--- src/hdl/sirdx_pkg.sv ---
// Shared constants and types for the signed integer to radix digit converter.
// No dependencies; every other file of the block refers to it by scoped names.
package sirdx_pkg;

  // Alphabet limits and field widths
  localparam int MAX_BASE    = 16;
  localparam int SYM_COUNT   = 16;
  localparam int CHAR_W      = 8;
  localparam int RADIX_W     = 5;
  localparam int DIGIT_W     = 4;
  localparam int VALUE_W     = 32;
  localparam int MAG_W       = 33;
  localparam int MAX_DIGITS  = 32;
  localparam int CFG_IDX_W   = 2;
  localparam int CFG_DATA_W  = 64;

  // Default depth of the request queue between front and back
  localparam int QUEUE_DEPTH = 2;

  // Characters that may not appear in the alphabet, and the sign character
  localparam logic [CHAR_W-1:0] CHAR_PLUS  = 8'h2B;
  localparam logic [CHAR_W-1:0] CHAR_MINUS = 8'h2D;
  localparam logic [CHAR_W-1:0] CHAR_SPACE = 8'h20;

  // Configuration register indexes
  localparam logic [CFG_IDX_W-1:0] REG_SYMBOLS_LOW  = 2'd0;
  localparam logic [CFG_IDX_W-1:0] REG_SYMBOLS_HIGH = 2'd1;
  localparam logic [CFG_IDX_W-1:0] REG_RADIX_COUNT  = 2'd2;

  // One queued request: sign and 33-bit magnitude
  typedef struct packed {
    logic             neg;
    logic [MAG_W-1:0] mag;
  } qent_t;

  // Alphabet as seen by the back end
  typedef struct packed {
    logic [SYM_COUNT*CHAR_W-1:0] symbols;
    logic [RADIX_W-1:0]          radix;
  } alpha_t;

endpackage

--- src/hdl/sirdx_front.sv ---
// Front end: configuration registers, alphabet check, sign and magnitude split.
// Depends on sirdx_pkg; pushes requests into sirdx_queue.
module sirdx_front (
  input  logic                                 clk,
  input  logic                                 rst_n,
  input  logic                                 cfg_valid,
  output logic                                 cfg_ready,
  input  logic [sirdx_pkg::CFG_IDX_W-1:0]      cfg_index,
  input  logic [sirdx_pkg::CFG_DATA_W-1:0]     cfg_data,
  input  logic                                 in_valid,
  output logic                                 in_ready,
  input  logic signed [sirdx_pkg::VALUE_W-1:0] in_value,
  output logic                                 push_valid,
  input  logic                                 push_ready,
  output sirdx_pkg::qent_t                     push_entry,
  output sirdx_pkg::alpha_t                    alpha
);

  localparam int RW = sirdx_pkg::RADIX_W;
  localparam int CW = sirdx_pkg::CHAR_W;
  localparam int MW = sirdx_pkg::MAG_W;
  localparam int NS = sirdx_pkg::SYM_COUNT;

  logic [sirdx_pkg::CFG_DATA_W-1:0] sym_low_r,  sym_low_nxt;
  logic [sirdx_pkg::CFG_DATA_W-1:0] sym_high_r, sym_high_nxt;
  logic [RW-1:0]                    radix_r,    radix_nxt;
  logic [NS*CW-1:0]                 all_sym;
  logic [CW-1:0]                    sym [NS];
  logic                             alpha_ok;
  logic [MW-1:0]                    mag_ext;

  // Take register writes at any time
  assign cfg_ready = 1'b1;

  always_comb begin
    sym_low_nxt  = sym_low_r;
    sym_high_nxt = sym_high_r;
    radix_nxt    = radix_r;
    if (cfg_valid) begin
      unique case (cfg_index)
        sirdx_pkg::REG_SYMBOLS_LOW:  sym_low_nxt  = cfg_data;
        sirdx_pkg::REG_SYMBOLS_HIGH: sym_high_nxt = cfg_data;
        sirdx_pkg::REG_RADIX_COUNT:  radix_nxt    = cfg_data[RW-1:0];
        default: ;
      endcase
    end
  end

  always_ff @(posedge clk) begin
    if (!rst_n) begin
      sym_low_r  <= '0;
      sym_high_r <= '0;
      radix_r    <= '0;
    end else begin
      sym_low_r  <= sym_low_nxt;
      sym_high_r <= sym_high_nxt;
      radix_r    <= radix_nxt;
    end
  end

  // Split the alphabet into symbol bytes
  assign all_sym = {sym_high_r, sym_low_r};

  always_comb begin
    for (int i = 0; i < NS; i++) begin
      sym[i] = all_sym[i*CW +: CW];
    end
  end

  // Check range, reserved characters and duplicates among the symbols in use
  always_comb begin
    alpha_ok = (radix_r >= RW'(2)) && (radix_r <= RW'(sirdx_pkg::MAX_BASE));
    for (int i = 0; i < NS; i++) begin
      if (RW'(i) < radix_r) begin
        if (sym[i] == sirdx_pkg::CHAR_PLUS || sym[i] == sirdx_pkg::CHAR_MINUS ||
            sym[i] == sirdx_pkg::CHAR_SPACE) begin
          alpha_ok = 1'b0;
        end
        for (int j = i + 1; j < NS; j++) begin
          if (RW'(j) < radix_r && sym[i] == sym[j]) begin
            alpha_ok = 1'b0;
          end
        end
      end
    end
  end

  assign alpha.symbols = all_sym;
  assign alpha.radix   = radix_r;

  // Accept whenever the queue has room; drop requests under a bad alphabet
  assign in_ready   = push_ready;
  assign push_valid = in_valid && alpha_ok;

  // Form the magnitude in 33 bits so the most negative value survives
  assign mag_ext          = {in_value[sirdx_pkg::VALUE_W-1], in_value};
  assign push_entry.neg   = in_value[sirdx_pkg::VALUE_W-1];
  assign push_entry.mag   = push_entry.neg ? (~mag_ext + MW'(1)) : mag_ext;

endmodule

--- src/hdl/sirdx_queue.sv ---
// Short request queue between the front end and the digit generator.
// Depends on sirdx_pkg for the entry type.
module sirdx_queue #(
  parameter int DEPTH = sirdx_pkg::QUEUE_DEPTH
) (
  input  logic             clk,
  input  logic             rst_n,
  input  logic             push_valid,
  output logic             push_ready,
  input  sirdx_pkg::qent_t push_entry,
  output logic             pop_valid,
  input  logic             pop_ready,
  output sirdx_pkg::qent_t pop_entry
);

  localparam int PW = (DEPTH > 1) ? $clog2(DEPTH) : 1;
  localparam int CW = $clog2(DEPTH + 1);

  sirdx_pkg::qent_t mem_r [DEPTH];
  logic [PW-1:0]    wr_ptr_r, wr_ptr_nxt;
  logic [PW-1:0]    rd_ptr_r, rd_ptr_nxt;
  logic [CW-1:0]    count_r,  count_nxt;
  logic             do_push, do_pop;

  assign push_ready = (count_r != CW'(DEPTH));
  assign pop_valid  = (count_r != '0);
  assign do_push    = push_valid && push_ready;
  assign do_pop     = pop_valid && pop_ready;
  assign pop_entry  = mem_r[rd_ptr_r];

  // Advance pointers with wrap, track fill level
  always_comb begin
    wr_ptr_nxt = wr_ptr_r;
    rd_ptr_nxt = rd_ptr_r;
    count_nxt  = count_r;
    if (do_push) begin
      wr_ptr_nxt = (wr_ptr_r == PW'(DEPTH - 1)) ? '0 : wr_ptr_r + PW'(1);
    end
    if (do_pop) begin
      rd_ptr_nxt = (rd_ptr_r == PW'(DEPTH - 1)) ? '0 : rd_ptr_r + PW'(1);
    end
    if (do_push && !do_pop) begin
      count_nxt = count_r + CW'(1);
    end else if (do_pop && !do_push) begin
      count_nxt = count_r - CW'(1);
    end
  end

  always_ff @(posedge clk) begin
    if (!rst_n) begin
      wr_ptr_r <= '0;
      rd_ptr_r <= '0;
      count_r  <= '0;
    end else begin
      wr_ptr_r <= wr_ptr_nxt;
      rd_ptr_r <= rd_ptr_nxt;
      count_r  <= count_nxt;
    end
  end

  // Store entries
  always_ff @(posedge clk) begin
    if (do_push) begin
      mem_r[wr_ptr_r] <= push_entry;
    end
  end

endmodule

--- src/hdl/sirdx_back.sv ---
// Back end: iterative division by the radix, digit buffer and character output.
// Depends on sirdx_pkg; pops requests from sirdx_queue.
module sirdx_back (
  input  logic                          clk,
  input  logic                          rst_n,
  input  logic                          pop_valid,
  output logic                          pop_ready,
  input  sirdx_pkg::qent_t              pop_entry,
  input  sirdx_pkg::alpha_t             alpha,
  output logic                          out_valid,
  input  logic                          out_ready,
  output logic [sirdx_pkg::CHAR_W-1:0]  out_character,
  output logic                          out_last
);

  localparam int RW       = sirdx_pkg::RADIX_W;
  localparam int DW       = sirdx_pkg::DIGIT_W;
  localparam int CW       = sirdx_pkg::CHAR_W;
  localparam int MW       = sirdx_pkg::MAG_W;
  localparam int ND       = sirdx_pkg::MAX_DIGITS;
  localparam int BPC      = 8;                       // dividend bits per cycle
  localparam int DIV_CYC  = (MW + BPC - 1) / BPC;
  localparam int SH_W     = DIV_CYC * BPC;
  localparam int CYC_W    = $clog2(DIV_CYC);
  localparam int NDIG_W   = $clog2(ND + 1);
  localparam int IDX_W    = $clog2(ND);

  localparam logic [1:0] ST_IDLE = 2'd0;
  localparam logic [1:0] ST_DIV  = 2'd1;
  localparam logic [1:0] ST_EMIT = 2'd2;

  logic [1:0]        state_r,     state_nxt;
  logic [SH_W-1:0]   sh_r,        sh_nxt;
  logic [RW-1:0]     rem_r,       rem_nxt;
  logic [CYC_W-1:0]  cyc_r,       cyc_nxt;
  logic [NDIG_W-1:0] ndig_r,      ndig_nxt;
  logic              sign_r,      sign_nxt;
  logic              out_valid_r, out_valid_nxt;
  logic [CW-1:0]     out_char_r,  out_char_nxt;
  logic              out_last_r,  out_last_nxt;
  logic [DW-1:0]     digits_r [ND];
  logic              dig_we;
  logic [SH_W-1:0]   sh_step;
  logic [RW-1:0]     rem_step;
  logic              can_load;
  logic [NDIG_W-1:0] ndig_m1;
  logic [DW-1:0]     rd_digit;

  // Restoring division, several quotient bits per cycle on a narrow remainder
  always_comb begin
    logic [RW-1:0]   r;
    logic [SH_W-1:0] s;
    logic            q;
    r = rem_r;
    s = sh_r;
    for (int k = 0; k < BPC; k++) begin
      r = {r[RW-2:0], s[SH_W-1]};
      q = (r >= alpha.radix);
      if (q) begin
        r = r - alpha.radix;
      end
      s = {s[SH_W-2:0], q};
    end
    rem_step = r;
    sh_step  = s;
  end

  assign can_load  = !out_valid_r || out_ready;
  assign ndig_m1   = ndig_r - NDIG_W'(1);
  assign rd_digit  = digits_r[ndig_m1[IDX_W-1:0]];
  assign pop_ready = (state_r == ST_IDLE);

  always_comb begin
    state_nxt     = state_r;
    sh_nxt        = sh_r;
    rem_nxt       = rem_r;
    cyc_nxt       = cyc_r;
    ndig_nxt      = ndig_r;
    sign_nxt      = sign_r;
    out_char_nxt  = out_char_r;
    out_last_nxt  = out_last_r;
    out_valid_nxt = out_valid_r && !out_ready;
    dig_we        = 1'b0;
    unique case (state_r)
      // Load the next request
      ST_IDLE: begin
        if (pop_valid) begin
          sh_nxt    = {{(SH_W - MW){1'b0}}, pop_entry.mag};
          rem_nxt   = '0;
          cyc_nxt   = '0;
          ndig_nxt  = '0;
          sign_nxt  = pop_entry.neg;
          state_nxt = ST_DIV;
        end
      end
      // Produce digits least significant first, one per full pass over the dividend
      ST_DIV: begin
        sh_nxt  = sh_step;
        rem_nxt = rem_step;
        cyc_nxt = cyc_r + CYC_W'(1);
        if (cyc_r == CYC_W'(DIV_CYC - 1)) begin
          dig_we   = 1'b1;
          ndig_nxt = ndig_r + NDIG_W'(1);
          rem_nxt  = '0;
          cyc_nxt  = '0;
          if (sh_step == '0 || ndig_nxt == NDIG_W'(ND)) begin
            state_nxt = ST_EMIT;
          end
        end
      end
      // Send the sign, then digits most significant first
      ST_EMIT: begin
        if (can_load) begin
          out_valid_nxt = 1'b1;
          if (sign_r) begin
            out_char_nxt = sirdx_pkg::CHAR_MINUS;
            out_last_nxt = 1'b0;
            sign_nxt     = 1'b0;
          end else begin
            out_char_nxt = alpha.symbols[{rd_digit, 3'b000} +: CW];
            out_last_nxt = (ndig_r == NDIG_W'(1));
            ndig_nxt     = ndig_m1;
            if (ndig_r == NDIG_W'(1)) begin
              state_nxt = ST_IDLE;
            end
          end
        end
      end
      default: begin
        state_nxt = ST_IDLE;
      end
    endcase
  end

  always_ff @(posedge clk) begin
    if (!rst_n) begin
      state_r     <= ST_IDLE;
      cyc_r       <= '0;
      ndig_r      <= '0;
      sign_r      <= 1'b0;
      out_valid_r <= 1'b0;
    end else begin
      state_r     <= state_nxt;
      cyc_r       <= cyc_nxt;
      ndig_r      <= ndig_nxt;
      sign_r      <= sign_nxt;
      out_valid_r <= out_valid_nxt;
    end
  end

  // Datapath registers and digit buffer
  always_ff @(posedge clk) begin
    sh_r       <= sh_nxt;
    rem_r      <= rem_nxt;
    out_char_r <= out_char_nxt;
    out_last_r <= out_last_nxt;
    if (dig_we) begin
      digits_r[ndig_r[IDX_W-1:0]] <= rem_step[DW-1:0];
    end
  end

  assign out_valid     = out_valid_r;
  assign out_character = out_char_r;
  assign out_last      = out_last_r;

endmodule

--- src/hdl/signed_integer_to_radix_digits.sv ---
// Top level of the signed integer to radix digit converter.
// Depends on sirdx_pkg, sirdx_front, sirdx_queue and sirdx_back.

// Converts a signed 32-bit value into characters of a configured alphabet of
// 2 to 16 symbols (registers: 0 symbols 0..7, 1 symbols 8..15, 2 symbol count).
// A '-' leads a negative value, digits follow most significant first, and the
// final character carries out_last. Values arriving while the alphabet is
// invalid (too few or too many symbols, a '+', '-' or space, or a repeated
// symbol) are accepted and produce nothing. Requests wait in a short queue
// while the digit generator works. For each digit the divider makes one full
// pass over the 33-bit magnitude (8 quotient bits per cycle), and the
// characters leave at one per cycle while out_ready is high.
module signed_integer_to_radix_digits #(
  parameter int QUEUE_DEPTH = sirdx_pkg::QUEUE_DEPTH
) (
  input  logic                                 clk,
  input  logic                                 rst_n,
  input  logic                                 cfg_valid,
  output logic                                 cfg_ready,
  input  logic [sirdx_pkg::CFG_IDX_W-1:0]      cfg_index,
  input  logic [sirdx_pkg::CFG_DATA_W-1:0]     cfg_data,
  input  logic                                 in_valid,
  output logic                                 in_ready,
  input  logic signed [sirdx_pkg::VALUE_W-1:0] in_value,
  output logic                                 out_valid,
  input  logic                                 out_ready,
  output logic [sirdx_pkg::CHAR_W-1:0]         out_character,
  output logic                                 out_last
);

  logic              push_valid, push_ready;
  logic              pop_valid,  pop_ready;
  sirdx_pkg::qent_t  push_entry, pop_entry;
  sirdx_pkg::alpha_t alpha;

  sirdx_front u_front (
    .clk        (clk),
    .rst_n      (rst_n),
    .cfg_valid  (cfg_valid),
    .cfg_ready  (cfg_ready),
    .cfg_index  (cfg_index),
    .cfg_data   (cfg_data),
    .in_valid   (in_valid),
    .in_ready   (in_ready),
    .in_value   (in_value),
    .push_valid (push_valid),
    .push_ready (push_ready),
    .push_entry (push_entry),
    .alpha      (alpha)
  );

  sirdx_queue #(
    .DEPTH (QUEUE_DEPTH)
  ) u_queue (
    .clk        (clk),
    .rst_n      (rst_n),
    .push_valid (push_valid),
    .push_ready (push_ready),
    .push_entry (push_entry),
    .pop_valid  (pop_valid),
    .pop_ready  (pop_ready),
    .pop_entry  (pop_entry)
  );

  sirdx_back u_back (
    .clk           (clk),
    .rst_n         (rst_n),
    .pop_valid     (pop_valid),
    .pop_ready     (pop_ready),
    .pop_entry     (pop_entry),
    .alpha         (alpha),
    .out_valid     (out_valid),
    .out_ready     (out_ready),
    .out_character (out_character),
    .out_last      (out_last)
  );

`ifndef SYNTH
  // The sign never ends a value
  a_sign_not_last: assert property (@(posedge clk) disable iff (!rst_n)
    out_valid && out_character == sirdx_pkg::CHAR_MINUS |-> !out_last)
    else $error("minus sign marked as last character");

  // Hold a stalled character steady until it is taken
  a_out_hold: assert property (@(posedge clk) disable iff (!rst_n)
    out_valid && !out_ready |=> out_valid && $stable(out_character) && $stable(out_last))
    else $error("stalled output character changed");

  // A request leaves the queue only when at most the last character of the previous value is still pending
  a_pop_no_pending_digits: assert property (@(posedge clk) disable iff (!rst_n)
    pop_valid && pop_ready |=> !out_valid || out_last)
    else $error("new request started while digits were still pending");
`endif

endmodule
--- config.mk ---
export PLATFORM = sky130hd
export DESIGN_NAME = signed_integer_to_radix_digits
export DESIGN_NICKNAME = d
export VERILOG_FILES = /design/src/hdl/sirdx_pkg.sv /design/src/hdl/sirdx_front.sv /design/src/hdl/sirdx_queue.sv /design/src/hdl/sirdx_back.sv /design/src/hdl/signed_integer_to_radix_digits.sv
export SDC_FILE = /design/constraint.sdc
export NUM_CORES = 2
export LEC_CHECK = 0
export BUFFER_PORTS_ARGS = -buffer_cell sky130_fd_sc_hd__buf_2
export CAP_MARGIN = 5
export CELL_PAD_IN_SITES_DETAIL_PLACEMENT = 0
export CELL_PAD_IN_SITES_GLOBAL_PLACEMENT = 1
export CORE_MARGIN = 1
export CORE_UTILIZATION = 50
export CTS_CLUSTER_DIAMETER = 40
export CTS_CLUSTER_SIZE = 30
export DETAILED_ROUTE_END_ITERATION = 10
export PLACE_DENSITY = 0.93
export SETUP_SLACK_MARGIN = 0.3
export SYNTH_ARGS = -nofsm -noshare
export SYNTH_HDL_FRONTEND = slang
export SYNTH_SLANG_ARGS = --single-unit
export TNS_END_PERCENT = 30
--- constraint.sdc ---
create_clock -name clk -period 17.34 [get_ports clk]
set_input_delay 1.734 -clock clk [delete_from_list [all_inputs] [get_ports clk]]
set_output_delay 1.734 -clock clk [all_outputs]
set_load 0.005 [all_outputs]
==> results.py <==
metrics = {
    "synthesis": {
        "synth_area_leader_cell": "edfxtp_1",
        "synth_edf_count": 249,
        "synth_area_per_cell_sq_um": 9.23,
        "synth_top_area_share_pct": 23.7,
        "yosysSeqAreaShare_pct": 33.3,
        "synth.distinct_cells": 73,
        "async_reset_ff_share_pct": 0,
        "synth.area.top_cells": "edfxtp_1 (24%), xnor2_1 (22%), dfxtp_1 (9.6%)",
        "syn_area_sq_um": 31500,
        "synthFlopType": "edfxtp_1",
        "synth-seq-cells": 400,
        "synthCells": 3413,
        "yosysWarnings": 0,
    },
    "timing": {
        "period_share_pct": 83.8,
        "fin_tns_setup_ns": 0,
        "finalSetupViolations": 0,
        "worstMarginPinSlew_ns": 1.28,
        "layout_setup_ws_ns": 2.81,
        "grt_setup_unrepaired": "false",
        "maxSlewViolCount": 0,
        "hold_viol": 0,
        "fmaxAchievable_mhz": 68.8,
        "min_period_ns": 14.53,
        "timing.slew.headroom_pct": 14.2,
        "finClkSkew_ns": 0.0355,
    },
    "clock_tree": {
        "root_buffer": "clkbuf_16",
        "cts_resized": 0,
        "cts_buffers": 58,
        "clkLatencyLatePin_ns": 0.65,
        "cts_hold_buf": 0,
        "clk_pin_slew_worst_paths_ns": 0.06,
        "cts.sinks": 400,
        "cts_tree": "done",
        "cts-htree-levels": 2,
        "post_cts_buffers": 0,
        "clockBufferDepth": 3,
    },
    "setup_path": {
        "crit_type": "reg -> reg",
        "reg2reg_slack_ns": 2.81,
        "slowest_stage": "a22o_1",
        "worst_r2r_path_depth": 58,
        "crit-reg2reg-launch": "u_front.radix_r[1]$_SDFFE_PN0P_",
        "max_stage_delay_ns": 0.94,
        "end_kind": "flip-flop",
        "critPathLaunch": "u_front.radix_r[1]$_SDFFE_PN0P_",
        "critPathArrivalTime_ns": 14.81,
        "r2r-end": "u_back.digits_r[11][3]$_DFFE_PP_",
        "critical_path_required_ns": 17.62,
        "cp-endpoint": "u_back.digits_r[11][3]$_DFFE_PP_",
        "cp_max_fo": 33,
        "cp-start-kind": "flip-flop",
        "cp_common_cell": "a21o_1",
    },
    "worst_hold_path": {
        "hp-class": "reg -> reg",
    },
    "die": {
        "ios": 115,
        "core_sq_um": 61900,
        "initial_core_util_pct": 50.9,
        "die_w_um": 253,
        "dieArea_sq_um": 64000,
        "fp-row-count": 91,
        "die_y_um": 253,
    },
    "grt": {
        "grt_pass1_wl_um": 157000,
        "grt_max_degree": 92,
        "antenna_found_initial": 2,
        "grt_pass1_vias": 25600,
        "grt_overflow": 0,
        "track_usage_pct": 32.2,
    },
    "drt": {
        "routedWlPerCell_um": 24.5,
        "drt_iter0_drc": 3100,
        "ant_nets": 0,
        "post-route-drc-count": 0,
        "drt_pass1_iterations": 5,
        "finalWirelength_um": 104000,
        "vias": 26700,
        "vias_per_cell": 6.25,
    },
    "cells_and_area": {
        "final_cell_area_sq_um": 34800,
        "final_nets": 3539,
        "finalCoreUtilization_pct": 56.2,
        "layout-drive-gt1-share_pct": 13.6,
        "layout_common_cells": "xnor2_1 (775), nand2_1 (356), xor2_1 (255)",
        "final_common_cell": "xnor2_1",
        "syn_to_final_growth_pct": 10.6,
    },
    "placed_design": {
        "portBuffers": 113,
        "dp_hpwl_um": 65100,
        "place_area_sq_um": 32600,
        "place_ws_ns": 2.89,
        "place_congestion": 1.04,
    },
    "flow_run": {
        "max-cap-violations": 0,
    },
    "status": {
        "outcome": "complete, no violations",
    },
}
-- synth_stat cells, types with 9 or more instances --
master and instances:
xnor2_1 775, xor2_1 255, o31ai_1 13, nand2b_1 26, a21oi_1 161, nand2_1 356
buf_2 187, edfxtp_1 249, and2_1 19, a21o_1 15, nand4_1 180, nand3_1 50
mux2_2 28, a31oi_1 58, nor2_1 80, nor3_1 83, clkbuf_1 92, ha_1 54
inv_1 42, dfxtp_1 151, nor2b_1 13, nand3b_1 9, nor4_1 124, mux2i_1 98
buf_1 73, mux4_2 40, o21ai_0 71
-- stage by stage --
stage / hold WS (ns) / instances
CTS: 0.453 / 4261
detailed placement: 0.447 / 4151
global route: 0.470 / 4261
floorplan: 0.449 / 3414
global placement: 0.443 / 4151
finish: 0.453 / 4265
-- registers in the layout, summed over array words and instances (netlist names), 2 cells and up, named ones only --
register / count
u_back.out_character: 8
u_back.ndig_r: 6
u_queue.mem_r: 68
u_back.digits_r: 128
u_front.radix_r: 5
u_back.sh_r: 40
u_back.cyc_r: 3
u_back.state_r: 2
u_queue.count_r: 2
u_front.sym_high_r: 64
u_back.rem_r: 4
u_front.sym_low_r: 64
-- worst min path at each step --
| stage | start | end | slack, ns | cells after the start |
|---|---|---|---|---|
| floorplan | u_back.cyc_r[1]$_SDFFE_PN0P_ | u_back.cyc_r[1]$_SDFFE_PN0P_ | 0.45 | 2 |
| detailed placement | u_front.sym_low_r[2]$_SDFFE_PN0P_ | u_front.sym_low_r[2]$_SDFFE_PN0P_ | 0.45 | 2 |
| global route | u_front.sym_high_r[1]$_SDFFE_PN0P_ | u_front.sym_high_r[1]$_SDFFE_PN0P_ | 0.47 | 2 |
| finish | u_front.sym_high_r[59]$_SDFFE_PN0P_ | u_front.sym_high_r[59]$_SDFFE_PN0P_ | 0.45 | 2 |
| global placement | u_front.sym_high_r[2]$_SDFFE_PN0P_ | u_front.sym_high_r[2]$_SDFFE_PN0P_ | 0.44 | 2 |
| CTS | u_front.sym_low_r[2]$_SDFFE_PN0P_ | u_front.sym_low_r[2]$_SDFFE_PN0P_ | 0.45 | 2 |
-- final cells by class --
class | instances | area (sq um)
sequential | 400 | 10500
clock inverter | 45 | 644
antenna | 4 | 10.0
clock buffer | 65 | 1540
multi-input combinational | 2608 | 19200
tap | 837 | 1050
fill | 5406 | 27100
inverter | 43 | 164
timing repair buffer | 263 | 1690
-- metal layers --
metal	part of all wire, %	track usage (%)
met1	37	39.9
met4	6.1	18.2
met2	45	51.1
met5	0.028	0
met3	12	8.19
-- critical path: cells and delay by family (launching register included) --
family                   cells  cell delay (ns)
buffers and inverters        3             0.69
multiplexers                 6             1.96
AO/OA/AOI/OAI               29             6.36
AND/OR/NAND/NOR             12             1.93
adder cells (fa/ha/maj)      8             2.52
flip-flops                   1             0.69
-- cell families after synthesis --
group | after synthesis | share of synthesized area (%)
XOR/XNOR | 1031 | 28.7
adder cells (fa/ha/maj) | 62 | 2.65
flip-flops | 400 | 33.3
AO/OA/AOI/OAI | 370 | 6.88
AND/OR/NAND/NOR | 974 | 15.5
buffers and inverters | 406 | 5.77
multiplexers | 168 | 7.09
other | 2 | 0.0238
Power is left out: the tool's default activity adds up to more than one toggle a clock period on the data nets, which glitch-free logic cannot reach.
